$ cat src/rtl/core/plbd_pkg.sv
// ----------------------------------------------------------------------------
// plbd_pkg: shared definitions of the pulsed light barrier detector
// Widths, register indexes, the configuration bundle and the command that
// travels from the front end through the queue to the back end.
// ----------------------------------------------------------------------------
package plbd_pkg;

  // Number of converter bits that take part in the measurement.
  localparam int unsigned SAMPLE_BITS = 10;

  localparam int unsigned SENSOR_W = 10;
  localparam int unsigned PULSE_W  = 8;
  localparam int unsigned TOL_W    = 7;
  localparam int unsigned CAL_W    = 16;
  localparam int unsigned SKIP_W   = 16;
  localparam int unsigned CNT_W    = 16;
  localparam int unsigned SUM_W    = CNT_W + SAMPLE_BITS;
  localparam int unsigned AVG_W    = SAMPLE_BITS + 1;
  localparam int unsigned CMP_W    = SAMPLE_BITS + TOL_W;
  localparam int unsigned DIV_CNT_W = $clog2(SAMPLE_BITS);

  localparam int unsigned PERCENT_SCALE = 100;

  localparam logic [PULSE_W-1:0] PULSE_RESET = 8'd5;
  localparam logic [TOL_W-1:0]   TOL_RESET   = 7'd10;
  localparam logic [CAL_W-1:0]   CAL_RESET   = 16'd500;

  // Command queue.
  localparam int unsigned QUEUE_DEPTH = 4;
  localparam int unsigned QPTR_W      = $clog2(QUEUE_DEPTH);

  // Register indexes, taken from paddr[3:2].
  localparam logic [1:0] REG_PULSE_PERIOD = 2'd0;
  localparam logic [1:0] REG_TOLERANCE    = 2'd1;
  localparam logic [1:0] REG_CALIB_PERIOD = 2'd2;

  // Input request codes.
  localparam logic REQ_TICK = 1'b0;
  localparam logic REQ_SKIP = 1'b1;

  typedef struct packed {
    logic [PULSE_W-1:0] pulse_period;
    logic [TOL_W-1:0]   tolerance;
    logic [CAL_W-1:0]   calib_period;
  } plbd_cfg_t;

  typedef struct packed {
    logic                   calib_fire;
    logic                   pulse_edge;
    logic [SAMPLE_BITS-1:0] sample;
  } plbd_cmd_t;

endpackage

$ cat src/rtl/core/plbd_front.sv
// ----------------------------------------------------------------------------
// plbd_front: request intake and timing
// Accepts tick and skip requests, runs the calibration, pulse and skip timers
// and turns every request into one command for the back end.
// ----------------------------------------------------------------------------
module plbd_front
  import plbd_pkg::*;
(
  input  logic                clk_i,
  input  logic                rst_ni,
  input  plbd_cfg_t           cfg_i,
  input  logic                in_valid_i,
  output logic                in_stall_o,
  input  logic                req_type_i,
  input  logic [SENSOR_W-1:0] sensor_sample_i,
  input  logic [SKIP_W-1:0]   skip_ms_i,
  output logic                push_o,
  output plbd_cmd_t           cmd_o,
  input  logic                full_i
);

  logic [PULSE_W-1:0] pulse_timer_q, pulse_timer_d;
  logic [CAL_W-1:0]   calib_timer_q, calib_timer_d;
  logic [SKIP_W-1:0]  skip_q, skip_d;
  logic [PULSE_W-1:0] pulse_period;
  logic [CAL_W-1:0]   calib_period;
  logic               accept;

  assign in_stall_o = full_i;
  assign accept     = in_valid_i && !full_i;
  assign push_o     = accept;

  // A period of zero behaves as one.
  assign pulse_period = (cfg_i.pulse_period == '0) ? PULSE_W'(1) : cfg_i.pulse_period;
  assign calib_period = (cfg_i.calib_period == '0) ? CAL_W'(1) : cfg_i.calib_period;

  always_comb begin
    pulse_timer_d     = pulse_timer_q;
    calib_timer_d     = calib_timer_q;
    skip_d            = skip_q;
    cmd_o.calib_fire  = 1'b0;
    cmd_o.pulse_edge  = 1'b0;
    cmd_o.sample      = SAMPLE_BITS'(sensor_sample_i);
    if (req_type_i == REQ_SKIP) begin
      skip_d = skip_ms_i;
    end else begin
      if (calib_timer_q == '0) begin
        calib_timer_d    = calib_period - CAL_W'(1);
        cmd_o.calib_fire = 1'b1;
      end else begin
        calib_timer_d = calib_timer_q - CAL_W'(1);
      end
      if (pulse_timer_q == '0) begin
        pulse_timer_d = pulse_period - PULSE_W'(1);
        // While skipping, the edge is absorbed here and the laser is left alone.
        if (skip_q != '0) begin
          skip_d = (skip_q > SKIP_W'(cfg_i.pulse_period)) ?
                   skip_q - SKIP_W'(cfg_i.pulse_period) : '0;
        end else begin
          cmd_o.pulse_edge = 1'b1;
        end
      end else begin
        pulse_timer_d = pulse_timer_q - PULSE_W'(1);
      end
    end
  end

  always_ff @(posedge clk_i or negedge rst_ni) begin
    if (!rst_ni) begin
      pulse_timer_q <= '0;
      calib_timer_q <= '0;
      skip_q        <= '0;
    end else if (accept) begin
      pulse_timer_q <= pulse_timer_d;
      calib_timer_q <= calib_timer_d;
      skip_q        <= skip_d;
    end
  end

endmodule

$ cat src/rtl/core/plbd_queue.sv
// ----------------------------------------------------------------------------
// plbd_queue: command queue
// Short first-in first-out buffer that decouples the front end from the
// back end.
// ----------------------------------------------------------------------------
module plbd_queue
  import plbd_pkg::*;
(
  input  logic      clk_i,
  input  logic      rst_ni,
  input  logic      push_i,
  input  plbd_cmd_t push_data_i,
  output logic      full_o,
  input  logic      pop_i,
  output plbd_cmd_t pop_data_o,
  output logic      empty_o
);

  plbd_cmd_t         mem_q [QUEUE_DEPTH];
  logic [QPTR_W-1:0] wr_ptr_q;
  logic [QPTR_W-1:0] rd_ptr_q;
  logic [QPTR_W:0]   count_q;

  assign full_o     = (count_q == (QPTR_W+1)'(QUEUE_DEPTH));
  assign empty_o    = (count_q == '0);
  assign pop_data_o = mem_q[rd_ptr_q];

  always_ff @(posedge clk_i) begin
    if (push_i) begin
      mem_q[wr_ptr_q] <= push_data_i;
    end
  end

  always_ff @(posedge clk_i or negedge rst_ni) begin
    if (!rst_ni) begin
      wr_ptr_q <= '0;
      rd_ptr_q <= '0;
      count_q  <= '0;
    end else begin
      if (push_i) begin
        wr_ptr_q <= wr_ptr_q + QPTR_W'(1);
      end
      if (pop_i) begin
        rd_ptr_q <= rd_ptr_q + QPTR_W'(1);
      end
      if (push_i && !pop_i) begin
        count_q <= count_q + (QPTR_W+1)'(1);
      end else if (pop_i && !push_i) begin
        count_q <= count_q - (QPTR_W+1)'(1);
      end
    end
  end

  a_count_bound: assert property (@(posedge clk_i) disable iff (!rst_ni)
    count_q <= (QPTR_W+1)'(QUEUE_DEPTH))
    else $error("queue count exceeds its depth");

  a_no_pop_empty: assert property (@(posedge clk_i) disable iff (!rst_ni)
    pop_i |-> !empty_o)
    else $error("queue popped while empty");

endmodule

$ cat src/rtl/core/plbd_back.sv
// ----------------------------------------------------------------------------
// plbd_back: measurement engine
// Executes commands: recomputes the averages with a serial divider, handles
// the laser pulse edge and the obstacle test, and holds the result register.
// ----------------------------------------------------------------------------
module plbd_back
  import plbd_pkg::*;
(
  input  logic      clk_i,
  input  logic      rst_ni,
  input  plbd_cfg_t cfg_i,
  input  logic      empty_i,
  input  plbd_cmd_t cmd_i,
  output logic      pop_o,
  output logic      out_valid_o,
  input  logic      out_stall_i,
  output logic      laser_drive_o,
  output logic      obstacle_seen_o,
  output logic      is_calibrated_o
);

  typedef enum logic [2:0] {
    S_IDLE = 3'b001,
    S_DIV  = 3'b010,
    S_EXEC = 3'b100
  } state_e;

  state_e                 state_q;
  plbd_cmd_t              cmd_q;

  logic                   laser_q;
  logic                   obstacle_q;
  logic                   calibrated_q;
  logic [SAMPLE_BITS-1:0] dark_sample_q;
  logic [SUM_W-1:0]       lit_sum_q;
  logic [SUM_W-1:0]       dark_sum_q;
  logic [CNT_W-1:0]       count_q;
  logic [SAMPLE_BITS-1:0] lit_avg_q;
  logic [AVG_W-1:0]       dark_avg_q;

  logic [SUM_W-1:0]       rem_lit_q, rem_dark_q, divisor_q;
  logic [SAMPLE_BITS-1:0] quo_lit_q, quo_dark_q;
  logic [DIV_CNT_W-1:0]   div_cnt_q;

  logic                   out_valid_q, out_laser_q, out_obstacle_q, out_cal_q;

  // Divider step.
  logic                   lit_ge, dark_ge;
  logic [SUM_W-1:0]       rem_lit_d, rem_dark_d;
  logic [SAMPLE_BITS-1:0] quo_lit_d, quo_dark_d;
  logic [SAMPLE_BITS-1:0] avg_diff;
  logic [CMP_W-1:0]       diff_scaled, tol_scaled;
  logic                   calibrated_d;

  // Pulse edge.
  logic [AVG_W-1:0]       sample_ext, lit_ext, lit_dist, dark_dist;
  logic                   beam_clear;
  logic                   laser_d, obstacle_d, accumulate, take_dark;
  logic                   exec_go;

  assign lit_ge     = (rem_lit_q >= divisor_q);
  assign dark_ge    = (rem_dark_q >= divisor_q);
  assign rem_lit_d  = lit_ge ? rem_lit_q - divisor_q : rem_lit_q;
  assign rem_dark_d = dark_ge ? rem_dark_q - divisor_q : rem_dark_q;
  assign quo_lit_d  = {quo_lit_q[SAMPLE_BITS-2:0], lit_ge};
  assign quo_dark_d = {quo_dark_q[SAMPLE_BITS-2:0], dark_ge};

  // Calibrated when 100 * (dark - lit) exceeds tolerance * full scale.
  assign avg_diff     = quo_dark_d - quo_lit_d;
  assign diff_scaled  = CMP_W'(avg_diff) * CMP_W'(PERCENT_SCALE);
  assign tol_scaled   = {cfg_i.tolerance, {SAMPLE_BITS{1'b0}}};
  assign calibrated_d = (quo_dark_d > quo_lit_d) && (diff_scaled > tol_scaled);

  assign sample_ext = AVG_W'(cmd_q.sample);
  assign lit_ext    = AVG_W'(lit_avg_q);
  assign lit_dist   = (lit_ext > sample_ext) ? lit_ext - sample_ext : sample_ext - lit_ext;
  assign dark_dist  = (dark_avg_q > sample_ext) ? dark_avg_q - sample_ext
                                                : sample_ext - dark_avg_q;
  assign beam_clear = !calibrated_q || (lit_dist < dark_dist);

  always_comb begin
    laser_d    = laser_q;
    obstacle_d = obstacle_q;
    accumulate = 1'b0;
    take_dark  = 1'b0;
    if (cmd_q.pulse_edge) begin
      if (laser_q) begin
        laser_d = 1'b0;
        if (beam_clear) begin
          obstacle_d = 1'b0;
          accumulate = (count_q != '1);
        end else begin
          obstacle_d = 1'b1;
        end
      end else begin
        laser_d   = 1'b1;
        take_dark = 1'b1;
      end
    end
  end

  assign exec_go = (state_q == S_EXEC) && (!out_valid_q || !out_stall_i);
  assign pop_o   = (state_q == S_IDLE) && !empty_i;

  always_ff @(posedge clk_i or negedge rst_ni) begin
    if (!rst_ni) begin
      state_q       <= S_IDLE;
      laser_q       <= 1'b0;
      obstacle_q    <= 1'b0;
      calibrated_q  <= 1'b0;
      dark_sample_q <= '0;
      lit_sum_q     <= '0;
      dark_sum_q    <= '0;
      count_q       <= '0;
      lit_avg_q     <= '0;
      dark_avg_q    <= AVG_W'(1) << SAMPLE_BITS;
      div_cnt_q     <= '0;
      out_valid_q   <= 1'b0;
    end else begin
      unique case (state_q)
        S_IDLE: begin
          if (!empty_i) begin
            if (cmd_i.calib_fire && (count_q != '0)) begin
              div_cnt_q <= DIV_CNT_W'(SAMPLE_BITS - 1);
              state_q   <= S_DIV;
            end else begin
              state_q <= S_EXEC;
            end
          end
        end
        S_DIV: begin
          div_cnt_q <= div_cnt_q - DIV_CNT_W'(1);
          if (div_cnt_q == '0) begin
            lit_avg_q    <= quo_lit_d;
            dark_avg_q   <= AVG_W'(quo_dark_d);
            calibrated_q <= calibrated_d;
            lit_sum_q    <= '0;
            dark_sum_q   <= '0;
            count_q      <= '0;
            state_q      <= S_EXEC;
          end
        end
        S_EXEC: begin
          if (exec_go) begin
            laser_q    <= laser_d;
            obstacle_q <= obstacle_d;
            if (take_dark) begin
              dark_sample_q <= cmd_q.sample;
            end
            if (accumulate) begin
              lit_sum_q  <= lit_sum_q + SUM_W'(cmd_q.sample);
              dark_sum_q <= dark_sum_q + SUM_W'(dark_sample_q);
              count_q    <= count_q + CNT_W'(1);
            end
            state_q <= S_IDLE;
          end
        end
        default: begin
          state_q <= S_IDLE;
        end
      endcase

      if (exec_go) begin
        out_valid_q <= 1'b1;
      end else if (!out_stall_i) begin
        out_valid_q <= 1'b0;
      end
    end
  end

  // Datapath registers without reset.
  always_ff @(posedge clk_i) begin
    if (pop_o) begin
      cmd_q      <= cmd_i;
      rem_lit_q  <= lit_sum_q;
      rem_dark_q <= dark_sum_q;
      divisor_q  <= SUM_W'(count_q) << (SAMPLE_BITS - 1);
    end else if (state_q == S_DIV) begin
      rem_lit_q  <= rem_lit_d;
      rem_dark_q <= rem_dark_d;
      divisor_q  <= divisor_q >> 1;
      quo_lit_q  <= quo_lit_d;
      quo_dark_q <= quo_dark_d;
    end
    if (exec_go) begin
      out_laser_q    <= laser_d;
      out_obstacle_q <= obstacle_d;
      out_cal_q      <= calibrated_q;
    end
  end

  assign out_valid_o     = out_valid_q;
  assign laser_drive_o   = out_laser_q;
  assign obstacle_seen_o = out_obstacle_q;
  assign is_calibrated_o = out_cal_q;

  a_div_count_nonzero: assert property (@(posedge clk_i) disable iff (!rst_ni)
    (state_q == S_DIV) |-> (count_q != '0))
    else $error("divider running with an empty sample count");

  a_div_step_range: assert property (@(posedge clk_i) disable iff (!rst_ni)
    (state_q == S_DIV) |-> (div_cnt_q < DIV_CNT_W'(SAMPLE_BITS)))
    else $error("divider step counter out of range");

  a_exec_done: assert property (@(posedge clk_i) disable iff (!rst_ni)
    exec_go |=> (state_q == S_IDLE) && out_valid_q)
    else $error("executed command did not produce a result");

endmodule

$ cat src/rtl/core/pulsed_light_barrier_detector_unit.sv
// ----------------------------------------------------------------------------
// pulsed_light_barrier_detector_unit: pulsed light barrier detector
// Top level: APB register file, request front end, command queue and
// measurement back end.
// ----------------------------------------------------------------------------
// Usage. The input channel carries one transaction per request: a tick
// (req_type_i = 0) stands for one millisecond and brings a sensor sample,
// a skip request (req_type_i = 1) loads the blanking time skip_ms_i. Every
// accepted transaction produces exactly one result transaction on the output
// channel with the laser level, the obstacle flag and the calibration flag
// as they stand after that request.
// A result reaches out_valid_o once its request has passed the queue, the
// idle and execute states of the back end and the result register. A tick
// on which the calibration timer fires with samples pending also passes the
// serial divider that recomputes both averages. The back end works on one
// request at a time and takes the next only once the current one is done.
// A four-entry command queue lets requests be accepted while the back end
// is busy; in_stall_o is high only when that queue is full.
// When out_stall_i is high the result register holds its transaction and
// the back end waits with the next one, while the queue keeps filling.
// Reset clears all timers, sums and flags: the first tick fires both timers,
// the laser starts off and the barrier starts uncalibrated. The configuration
// registers return to their reset values. Registers are to be written over
// APB only while the block is idle, unenforced by it; pready is always high.
// ----------------------------------------------------------------------------
module pulsed_light_barrier_detector_unit
  import plbd_pkg::*;
(
  input  logic                clk_i,
  input  logic                rst_ni,
  // Configuration port.
  input  logic                psel,
  input  logic                penable,
  input  logic                pwrite,
  input  logic [3:0]          paddr,
  input  logic [31:0]         pwdata,
  output logic [31:0]         prdata,
  output logic                pready,
  // Request channel.
  input  logic                in_valid_i,
  output logic                in_stall_o,
  input  logic                req_type_i,
  input  logic [SENSOR_W-1:0] sensor_sample_i,
  input  logic [SKIP_W-1:0]   skip_ms_i,
  // Result channel.
  output logic                out_valid_o,
  input  logic                out_stall_i,
  output logic                laser_drive_o,
  output logic                obstacle_seen_o,
  output logic                is_calibrated_o
);

  plbd_cfg_t cfg_q;
  logic      cfg_write;
  logic      push;
  logic      pop;
  logic      full;
  logic      empty;
  plbd_cmd_t push_cmd;
  plbd_cmd_t pop_cmd;

  // The register file answers every access at once.
  assign pready    = 1'b1;
  assign cfg_write = psel && penable && pwrite;

  always_ff @(posedge clk_i or negedge rst_ni) begin
    if (!rst_ni) begin
      cfg_q.pulse_period <= PULSE_RESET;
      cfg_q.tolerance    <= TOL_RESET;
      cfg_q.calib_period <= CAL_RESET;
    end else if (cfg_write) begin
      unique case (paddr[3:2])
        REG_PULSE_PERIOD: cfg_q.pulse_period <= pwdata[PULSE_W-1:0];
        REG_TOLERANCE:    cfg_q.tolerance    <= pwdata[TOL_W-1:0];
        REG_CALIB_PERIOD: cfg_q.calib_period <= pwdata[CAL_W-1:0];
        default: begin
          // Addresses beyond the register list are ignored.
        end
      endcase
    end
  end

  always_comb begin
    unique case (paddr[3:2])
      REG_PULSE_PERIOD: prdata = 32'(cfg_q.pulse_period);
      REG_TOLERANCE:    prdata = 32'(cfg_q.tolerance);
      REG_CALIB_PERIOD: prdata = 32'(cfg_q.calib_period);
      default:          prdata = '0;
    endcase
  end

  // The front end runs the timers and classifies each request.
  plbd_front u_front (
    .clk_i           (clk_i),
    .rst_ni          (rst_ni),
    .cfg_i           (cfg_q),
    .in_valid_i      (in_valid_i),
    .in_stall_o      (in_stall_o),
    .req_type_i      (req_type_i),
    .sensor_sample_i (sensor_sample_i),
    .skip_ms_i       (skip_ms_i),
    .push_o          (push),
    .cmd_o           (push_cmd),
    .full_i          (full)
  );

  plbd_queue u_queue (
    .clk_i       (clk_i),
    .rst_ni      (rst_ni),
    .push_i      (push),
    .push_data_i (push_cmd),
    .full_o      (full),
    .pop_i       (pop),
    .pop_data_o  (pop_cmd),
    .empty_o     (empty)
  );

  // The back end owns the measurement state and the result register.
  plbd_back u_back (
    .clk_i           (clk_i),
    .rst_ni          (rst_ni),
    .cfg_i           (cfg_q),
    .empty_i         (empty),
    .cmd_i           (pop_cmd),
    .pop_o           (pop),
    .out_valid_o     (out_valid_o),
    .out_stall_i     (out_stall_i),
    .laser_drive_o   (laser_drive_o),
    .obstacle_seen_o (obstacle_seen_o),
    .is_calibrated_o (is_calibrated_o)
  );

endmodule

$ cat config.mk
export PLATFORM = sky130hd
export DESIGN_NAME = pulsed_light_barrier_detector_unit
export DESIGN_NICKNAME = d
export VERILOG_FILES = /design/src/rtl/core/plbd_pkg.sv /design/src/rtl/core/plbd_front.sv /design/src/rtl/core/plbd_queue.sv /design/src/rtl/core/plbd_back.sv /design/src/rtl/core/pulsed_light_barrier_detector_unit.sv
export SDC_FILE = /design/constraint.sdc
export NUM_CORES = 1
export LEC_CHECK = 0
export ABC_AREA = 1
export BUFFER_PORTS_ARGS = -buffer_cell sky130_fd_sc_hd__buf_2
export CAP_MARGIN = 20
export CORE_UTILIZATION = 40
export DETAILED_ROUTE_END_ITERATION = 8
export PLACE_DENSITY_LB_ADDON = 0.2
export SETUP_SLACK_MARGIN = 0.02
export SLEW_MARGIN = 5
export SYNTH_ARGS = -nofsm -noshare
export SYNTH_HDL_FRONTEND = slang
export SYNTH_SLANG_ARGS = --single-unit
$ cat constraint.sdc
create_clock -name clk_i -period 9 [get_ports clk_i]
set_clock_uncertainty 0.05 [all_clocks]
set_input_delay 0.45 -clock clk_i [delete_from_list [all_inputs] [get_ports clk_i]]
set_output_delay 0.45 -clock clk_i [all_outputs]
set_load 0.005 [all_outputs]
==> results by group, run 1 <==
Clock network
  – Root buf cell: clkbuf_16
  – CTS tree: built
  – Clock Latency Late Sink: 0.58 ns
  – Post-cts resize count: 0
  – Clock sink count: 345
  – Max Root-Sink Buffers: 3
  – # H-tree levels: 2
  – Postcts setup bufs: 0
  – Total CTS buffers: 42
  – Hold buffers post-CTS: 1
  – Clock transition at the registers of the reported paths: around 0.060 ns

Critical path
  – Cell mode on critical path: ha_1
  – CP arrival: 7.67 ns
  – Slowest cell delay on critical path: 0.49 ns
  – Crit-path slowest cell: fa_1
  – CP Max Fanout: 4
  – Worst EP required: 9.42 ns
  – Startpoint types: register
  – Kind of critical path: reg -> reg
  – Crit end category: register

Route
  – First-pass DRT Iterations: 5
  – Vias post-DR: 21100
  – Initial DRC Count: 1425
  – Drt via density: roughly 5.1
  – DRT antenna net count: 0
  – Average wire per standard cell: about 16 µm
  – DRT Wirelength: 66.5 mm
  – Number of remaining DRC errors: 0

Yosys
  – Synth top area cells: edfxtp_1, dfrtp_1, nand2_1
  – Yosys top cell area share: 18.0%
  – Number of synthesized flops with an enable pin: 148
  – Largest area contributor in the netlist: edfxtp_1
  – Syn avg cell area: ~7.6 µm²
  – Ys flop type: dfrtp_1
  – Synth warn: 0
  – Most common cell in the synthesized netlist: nand2_1
  – Unique masters post-synth: 59
  – Sequential share of the synthesized area: 37.8%
  – Asr flop ratio synth: 54.5%
  – Seq cells post-synth: about 350
  – Commonest cells in the netlist: nand2_1, inv_1, nor2_1, o21ai_0, nand3_1
  – Post-synthesis cell area: 24700 µm²
  – Cells after Synth: 3258

Floorplan
  – Chip Height: roughly 250 µm
  – Die footprint: 62700 µm²
  – Initial core utilization: 40.7%
  – Core area: a little over 60000 µm²
  – Boundary Pins: 108
  – Die width: approximately 250 µm
  – Row count: 90

Finish
  – Layout cells sized above 1: 7.03%
  – Area Overhead vs Synth: 9.77%
  – Final nets: 3584

Hold path
  – Hold WC Path Type: in -> reg

GRT
  – First-pass GRT wire length: 108 mm
  – Gr usage total: 21.3%
  – Total grt overflow: 0
  – Vias in the first global route: 20200
  – Largest net degree at the start of global routing: 89
  – Initial antenna violation count: 1

Timing
  – Fin crit share: 80.6%
  – Max-slew headroom: 32.9%
  – Final hold violations: 0
  – Final Critical Period: 7.26 ns
  – Setup TNS Final: 0 ns
  – Least-Margin Pin Slew: about 1.0 ns
  – RSZ-0062 raised after global routing: false
  – Final setup fails: 0
  – Hold WS: 0.0480 ns
  – Fmax: 0.138 GHz
  – Max-slew violations: 0

Power
  – Power per cell area: 451 nW/µm²
  – NetSw: 6040 µW
  – Register share of total power: 23.3%
  – Gate power share: 62.8%
  – Switch share: 49.3%
  – Max IR drop VDD: 0.000304 V
  – Leakage power: 0.0127 µW
  – Clock share of power: about 14%
  – P_int: 6200 µW

Placement
  – Dpl hpwl: 50.0 mm
  – Number of I/O port buffers: 72
  – Placer Congestion: 0.908

Flow run
  – Max-cap violations: 0

Outcome
  – Outcome: complete, no violations
## path summary, 6_finish.rpt
| path | startpoint | endpoint | slack [ns] | cells past startpoint |
|---|---|---|---|---|
| worst max-delay path | u_back.divisor_q[0] | u_back.calibrated_q | 1.74 | 33 |
| worst min-delay path | sensor_sample_i[0] | u_queue.mem_q[3][0] | 0.05 | 1 |
| worst max register to register | u_back.divisor_q[0] | u_back.calibrated_q | 1.74 | 33 |
| worst min register to register | u_back.quo_lit_q[7] | u_back.quo_lit_q[8] | 0.39 | 0 |
| max in group asynchronous | rst_ni | u_back.lit_sum_q[19] | 6.44 | 4 |
| min in group asynchronous | rst_ni | u_front.pulse_timer_q[6] | 0.46 | 2 |
## power by group through the flow
stage	sequential, µW	combinational (µW)	clock (µW)
3_3_place_gp	2860	7610	0
5_1_grt	2910	8880	1810
6_report	2840	7680	1710
2_1_floorplan	2680	5940	0
3_5_place_dp	2870	7660	0
4_1_cts	2840	7710	1750
## sequential cells by signal, summed over array words and instances (netlist names), 11 cells and up
signal,count
u_front.skip_q,16
u_front.calib_timer_q,16
u_back.dark_sum_q,26
u_back.cmd_q,11
u_queue.mem_q,48
u_back.rem_lit_q,26
cfg_q,31
u_back.lit_sum_q,26
u_back.divisor_q,25
u_back.count_q,16
u_back.rem_dark_q,26
u_back.dark_avg_q,11
## per-stage QoR
stage	setup WS (ns)	area, µm²	total power (µW)	instances	util (%)
after floorplan	2.82	24800	8610	3273	-
after global placement	1.88	25700	10500	4044	42.3
after detailed placement	1.78	25700	10500	4046	42.3
after CTS	1.76	27100	12300	4125	44.7
after global routing	1.13	27100	13600	4125	44.7
final	1.74	27100	12200	4126	44.7
## cells in the final DEF, fill, tap and decap left out, types with 25 or more instances in the layout
cell,instances
nand2_1,842
inv_1,398
nor2_1,288
o21ai_0,255
nand3_1,210
ha_1,189
dfrtp_1,176
a21oi_1,167
edfxtp_1,148
xor2_1,76
buf_2,71
nand4_1,49
clkbuf_16,44
xnor2_1,41
nor3_1,41
o22ai_1,29
o21ai_1,25
## area by class of cell
cell class              instances  area, µm²
multi-input cells            2422      13300
repair buffers                 89        503
well taps                     782        978
flip-flops and latches        345       9340
diodes                          1       2.50
clock buffers                  54       1190
clock inverters                24        205
fillers                      6194      33600
inverters                     409       1540
## routing by layer
layer | vias up | share of wire (%) | GRT usage [%]
met2 | 437 | 47 | 35.8
met4 | 0 | 2.0 | 5.59
li1 | 10900 | - | -
met3 | 69 | 4.3 | 2.38
met1 | 9731 | 47 | 29.0
met5 | - | 0 | 0
## worst max-delay path, delay by kind of cell (launching register included)
kind / cells / cell delay (ns)
flip-flops: 1 / 0.34
AO/OA/AOI/OAI: 8 / 1.68
XOR/XNOR: 2 / 0.52
buffers and inverters: 4 / 0.22
adder cells (fa/ha/maj): 9 / 3.12
AND/OR/NAND/NOR: 10 / 1.20
## logic make-up after synthesis
logic type / Yosys count / share of synthesized area [%]
AOI/OAI and AO/OA: 572 / 12.8
xor gates and xnor gates: 118 / 4.22
adders and majority gates: 205 / 10.9
buffers and inverters: 506 / 8.37
DFF: 345 / 37.8
muxes: 1 / 0.0456
other: 2 / 0.0304
and+or+nand+nor: 1509 / 25.8
Power figures use the tool's default switching activity.
==> run 2, diff against run 1 <==
Clock period 9 ns to 7.6 ns, I/O delays scaled along.
==> run 2 against run 1 <==
  * Worst hold slack gained 0.0025 ns
  * Sequential power grew 18%
  * Routed wire length grew 1.3%
  * Critical endpoint unchanged
  * Total power grew 20%
  * Sequential share of layout area shrank 0.43 points
  * Clock-buffer cell count grew 3
  * Design area grew 1.3%
  * Die area is the same
  * Non-clock buffer count grew 23
  * Clock power grew 28%
  * Combinational power grew 19%
==> results by group, run 2 (same netlist as run 1, synthesis figures left out) <==
Placement
  – Dpl hpwl: 50.4 mm (+0.72%)
  – Placer Congestion: 0.963 (+6.1%)
  – Number of I/O port buffers: 72 (unchanged)
  – Dpl cell area: 25700 µm² (about the same)

Floorplan
  – Boundary Pins: 108 (unchanged)
  – Die footprint: 62700 µm² (unchanged)
  – Core area: 60700 µm² (unchanged)
  – Initial core utilization: 40.7% (unchanged)
  – Row count: 90 (unchanged)
  – Chip Height: 250 µm (unchanged)
  – Die width: 250 µm (unchanged)

Route
  – DRT antenna net count: 0 (unchanged)
  – Vias post-DR: 21300 (+1.1%)
  – First-pass DRT Iterations: 6 (+1)
  – Average wire per standard cell: 16.2 µm (+0.74%)
  – DRT Wirelength: 67.4 mm (+1.3%)
  – Number of remaining DRC errors: 0 (unchanged)
  – Drt via density: 5.14 (+0.47%)
  – Initial DRC Count: 1320 (-7.4%)

Outcome
  – Outcome: complete, no violations

GRT
  – Gr usage total: 21.8% (+0.50 points)
  – Initial antenna violation count: 0 (-1)
  – Total grt overflow: 0 (unchanged)
  – Vias in the first global route: 20600 (+1.9%)
  – Largest net degree at the start of global routing: 109 (+22%)
  – First-pass GRT wire length: 110 mm (+2.1%)

Hold path
  – Hold WC Path Type: in -> reg

Power
  – Power per cell area: 535 nW/µm² (+19%)
  – Max IR drop VDD: 0.000351 V (+16%)
  – Leakage power: 0.0128 µW (+1.2%)

Finish
  – Final nets: 3608 (+0.67%)
  – Leading cell type in the layout, fill and taps excluded: nand2_1
  – Largest regs: u_queue.mem_q x48, cfg_q x31
  – Layout cells sized above 1: 7.07% (+0.037 points)
  – Fill cell count: 6182 (-0.19%)
  – Multi-input logic area: 13400 µm² (about the same)
  – Most frequent cells in the layout: nand2_1, inv_1, nor2_1, o21ai_0, nand3_1
  – Max reg flops: 48 (unchanged)
  – Largest Register: u_queue.mem_q
  – Final instance area: 27500 µm² (+1.3%)
  – Reg area: 9340 µm² (unchanged)
  – N_diodes: 0 (-1)
  – Area Overhead vs Synth: 11.2%

Clock network
  – Clock transition at the registers of the reported paths: 0.06 ns (about the same)
  – Root buf cell: clkbuf_16
  – Max Root-Sink Buffers: 3 (unchanged)
  – # H-tree levels: 2 (unchanged)
  – Postcts setup bufs: 0 (unchanged)
  – CTS tree: built
  – Total CTS buffers: 43 (+2.4%)
  – Clock sink count: 345 (unchanged)
  – Clock Latency Late Sink: 0.58 ns (about the same)

Critical path
  – Kind of critical path: reg -> reg
  – Slowest cell delay on critical path: 0.49 ns (about the same)
  – Worst EP required: 8.02 ns (-1.40 ns)
  – Cell mode on critical path: ha_1
  – Crit end category: register
  – CP arrival: 7.39 ns (-0.28 ns)
  – Startpoint types: register
  – CP Max Fanout: 4 (unchanged)
  – Crit-path slowest cell: fa_1

Timing
  – Final Critical Period: 6.97 ns (-0.286 ns)
  – Final setup fails: 0 (unchanged)
  – Max-slew headroom: 37.0% (+4.2 points)
  – Fin crit share: 91.7% (+11 points)
  – Final hold violations: 0 (unchanged)
  – Setup TNS Final: 0 ns (unchanged)
  – Fmax: 0.143 GHz (+4.1%)
  – Max-slew violations: 0 (unchanged)
  – Least-Margin Pin Slew: 0.942 ns (-0.0651 ns)
  – RSZ-0062 raised after global routing: false

Flow run
  – Max-cap violations: 0 (unchanged)
-- run 2: cell count changes in the layout (fill, tap and decap cells not counted), sizes merged, moves of 2 or more --
cell | previous run | this run
bufinv | 2 | 6
clkinvlp | 4 | 2
clkinv | 16 | 13
clkbuf | 55 | 58
dlygate4sd3 | 1 | 21
buf | 87 | 90
-- run 2: through the flow --
stage          utilization [%]  hold WS [ns]  power [µW]  std cells  setup WS [ns]
2_1_floorplan                -        0.0344       10200       3273           1.42
3_3_place_gp              42.4         0.381       12400       4049          0.602
3_5_place_dp              42.4         0.385       12500       4049          0.563
4_1_cts                   45.2        0.0133       14800       4150          0.557
5_1_grt                   45.2        0.0469       16300       4150         0.0841
6_report                  45.2        0.0505       14700       4150          0.629
-- run 2: worst paths after layout --
check	slack (ns)	cells past startpoint	start	endpoint
worst max-delay path	0.63	33	u_back.divisor_q[0]	u_back.calibrated_q
worst min-delay path	0.05	3	skip_ms_i[7]	u_front.skip_q[7]
worst max register to register	0.63	33	u_back.divisor_q[0]	u_back.calibrated_q
worst min register to register	0.40	0	u_back.quo_lit_q[7]	u_back.quo_lit_q[8]
max in group asynchronous	5.77	3	rst_ni	u_back.lit_sum_q[4]
min in group asynchronous	0.43	2	rst_ni	u_front.pulse_timer_q[4]
-- run 2: power by group --
group	total, µW	internal, µW	switching (µW)	leakage, µW
combinational	9160	3340	5820	0.00825
clock	2190	1330	868	0.000731
sequential	3340	2840	501	0.00386
total	14700	7510	7190	0.0128
-- run 2: critical path, delay by kind of cell (launching register included) --
kind	cells	cell delay (ns)
buffers and inverters	4	0.24
XOR/XNOR	2	0.38
AND/OR/NAND/NOR	9	1.12
adder cells (fa/ha/maj)	9	3.06
AO/OA/AOI/OAI	9	1.72
flip-flops	1	0.33
-- run 2: area by class of cell --
type | count | area share [%]
sequential | 345 | 34.0
inverter | 409 | 5.60
timing repair buffer | 112 | 2.63
clock buffer | 57 | 4.37
clock inverter | 23 | 1.12
tap | 782 | 3.56
multi-input combinational | 2422 | 48.7
-- run 2: per-layer routing --
| metal | wire length [µm] | up-vias | GRT usage (%) | part of all wire, % |
|---|---|---|---|---|
| met2 | 31100 | 394 | 36.4 | 46 |
| met4 | 1780 | 0 | 6.47 | 2.6 |
| met1 | 31700 | 9926 | 29.4 | 47 |
| met3 | 2800 | 106 | 2.78 | 4.1 |
| li1 | - | 10900 | - | - |
| met5 | 0 | - | 0 | 0 |
-- run 2: what timing repair did --
action | in CTS | in global routing
endpoints found under the setup margin | 0 | 1
resized for setup | 0 | 2
endpoints found under the hold margin | 145 | 0
hold buffers | 21 | 0
==> run 3, diff against run 2 <==
Settings changed: CAP_MARGIN 20 to not set, CELL_PAD_IN_SITES_DETAIL_PLACEMENT set to 0, CELL_PAD_IN_SITES_GLOBAL_PLACEMENT set to 1.
==> run 3 against run 2 <==
  * Via count increased by 1.6%
  * Largest cell class unchanged
  * Register-to-register slack improved by 0.03 ns
  * Critical path depth unchanged
  * Fmax is 0.42% higher
  * Design area is 0.60% lower
  * Routed wire length rose by 5.4%
  * Highest routed layer unchanged
  * Final cell count is 0.22% lower
  * First-iteration DRC count decreased by 4.0%
  * Critical path type unchanged
  * Sequential cell count is the same
  * Sequential share of layout area is 0.20 points higher
==> results by group, run 3 (same netlist as run 1, synthesis figures left out) <==
Clock network
  – Total CTS buffers: 43 (unchanged)
  – Clock Latency Late Sink: 0.59 ns (about the same)
  – # H-tree levels: 2 (unchanged)
  – Clock sink count: 345 (unchanged)
  – Clock transition at the registers of the reported paths: 0.06 ns (about the same)
  – Max Root-Sink Buffers: 3 (unchanged)
  – CTS tree: built
  – Root buf cell: clkbuf_16

Finish
  – Final nets: 3600 (-0.22%)
  – Leading cell type in the layout, fill and taps excluded: nand2_1
  – Largest regs: u_queue.mem_q x48, cfg_q x31
  – N_diodes: 0 (unchanged)
  – Layout cells sized above 1: 6.82% (-0.25 points)
  – Largest Register: u_queue.mem_q
  – Reg area: 9340 µm² (unchanged)
  – Most frequent cells in the layout: nand2_1, inv_1, nor2_1, o21ai_0, nand3_1
  – Area Overhead vs Synth: 10.5%
  – Fill cell count: 6167 (-0.24%)
  – Max reg flops: 48 (unchanged)
  – Multi-input logic area: 13400 µm² (about the same)

Route
  – DRT antenna net count: 0 (unchanged)
  – First-pass DRT Iterations: 6 (unchanged)
  – Vias post-DR: 21700 (+1.6%)
  – DRT Wirelength: 71.0 mm (+5.4%)
  – Initial DRC Count: 1267 (-4.0%)
  – Drt via density: 5.23 (+1.8%)
  – Average wire per standard cell: 17.2 µm (+5.6%)
  – Number of remaining DRC errors: 0 (unchanged)

Timing
  – RSZ-0062 raised after global routing: false
  – Final setup fails: 0 (unchanged)
  – Fin crit share: 91.3% (-0.39 points)
  – Setup TNS Final: 0 ns (unchanged)
  – Fmax: 0.144 GHz (+0.42%)
  – Least-Margin Pin Slew: 1.25 ns (+0.310 ns)
  – Final hold violations: 0 (unchanged)
  – Max-slew violations: 0 (unchanged)
  – Max-slew headroom: 16.2% (-21 points)
  – Final Critical Period: 6.94 ns (-0.0293 ns)

GRT
  – Total grt overflow: 0 (unchanged)
  – Initial antenna violation count: 0 (unchanged)
  – Largest net degree at the start of global routing: 78 (-28%)
  – Vias in the first global route: 20900 (+1.7%)
  – First-pass GRT wire length: 113 mm (+3.1%)
  – Gr usage total: 22.7% (+0.88 points)

Critical path
  – Cell family with most CP delay: adder cells
  – Cell mode on critical path: ha_1
  – Worst r2r src: u_back.divisor_q[0]
  – CP arrival: 7.37 ns (-0.02 ns)
  – CP Max Fanout: 4 (unchanged)
  – Kind of critical path: reg -> reg
  – Worst path depth: 33 (unchanged)
  – Startpoint types: register
  – Crit path from: u_back.divisor_q[0]
  – Crit-path slowest cell: fa_1
  – CP Buf/Inv Count: 4 (unchanged)
  – Reg2Reg Depth: 33 (unchanged)
  – Worst EP required: 8.03 ns (about the same)
  – Slowest cell delay on critical path: 0.50 ns (about the same)
  – Worst reg2reg setup slack: 0.66 ns (+0.03 ns)
  – Crit end category: register

Floorplan
  – Die footprint: 62700 µm² (unchanged)
  – Initial core utilization: 40.7% (unchanged)
  – Core area: 60700 µm² (unchanged)
  – Chip Height: 250 µm (unchanged)
  – Row count: 90 (unchanged)
  – Boundary Pins: 108 (unchanged)
  – Die width: 250 µm (unchanged)

Placement
  – Dpl hpwl: 54.4 mm (+7.9%)
  – Placer Congestion: 0.917 (-4.7%)
  – Number of I/O port buffers: 72 (unchanged)

Outcome
  – Outcome: complete, no violations

Hold path
  – Hold_sp: pwdata[5]
  – Worst hold stages: 3 (unchanged)
  – Hold WC Path Type: in -> reg

Flow run
  – Max-cap violations: 0 (unchanged)
## run 3: cell count changes in the layout (fill, tap and decap cells not counted), moves of 2 or more
cell	change
buf_4	-8
clkinv_2	+3
clkinv_4	-2
clkbuf_1	+2
bufinv_16	-4
clkinvlp_4	+3
inv_6	-2
clkinv_1	-2
## run 3: stage by stage
| stage | instance area (µm²) | std cells | worst slack (ns) | util (%) | hold WS (ns) |
|---|---|---|---|---|---|
| floorplan | 24800 | 3273 | 1.42 | - | 0.0344 |
| global placement | 25700 | 4041 | 0.552 | 42.3 | 0.385 |
| detailed placement | 25700 | 4041 | 0.455 | 42.3 | 0.388 |
| CTS | 27300 | 4141 | 0.435 | 44.9 | 0.00131 |
| global route | 27300 | 4141 | 0.0873 | 45.0 | 0.0366 |
| finish | 27300 | 4141 | 0.658 | 45.0 | 0.0212 |
## run 3: routing by layer
metal	global-route usage (%)	routed length, µm	vias up	share of wire [%]
met2	39.3	34400	428	48
met4	6.31	1660	0	2.3
li1	-	-	10900	-
met1	29.7	32200	10200	45
met5	0	0	-	0
met3	2.63	2740	89	3.9
## run 3: what timing repair did
item	CTS	global route
endpoints found under the hold margin	114	0
setup buffers	0	0
endpoints found under the setup margin	0	1
hold buffers	21	0
gates resized for setup	0	2
## run 3: worst reg2reg max path, delay by kind of cell, from the launching register on
family | cells | cell delay, ns
simple gates | 10 | 1.19
flops | 1 | 0.33
compound gates | 8 | 1.57
xor+xnor | 2 | 0.39
fa+ha+maj | 9 | 3.07
buf+inv | 4 | 0.24
## run 3: layout make-up
class	instances	area share, %
Multi-Input combinational cell	2422	49.0
Sequential cell	345	34.2
Inverter	409	5.64
Clock buffer	59	4.47
Tap cell	782	3.59
Timing Repair Buffer	104	2.43
Clock inverter	20	0.683
## run 3: path summary, 6_finish.rpt
kind,endpoint
worst max-delay path,u_back.calibrated_q
min in group asynchronous,cfg_q[30]
worst min-delay path,cfg_q[5]
worst max register to register,u_back.calibrated_q
max in group asynchronous,u_back.count_q[12]
worst min register to register,u_back.quo_lit_q[2]
Power of run 3 is left out: the tool's default activity adds up to more than one toggle a clock period on the data nets, which glitch-free logic cannot reach.
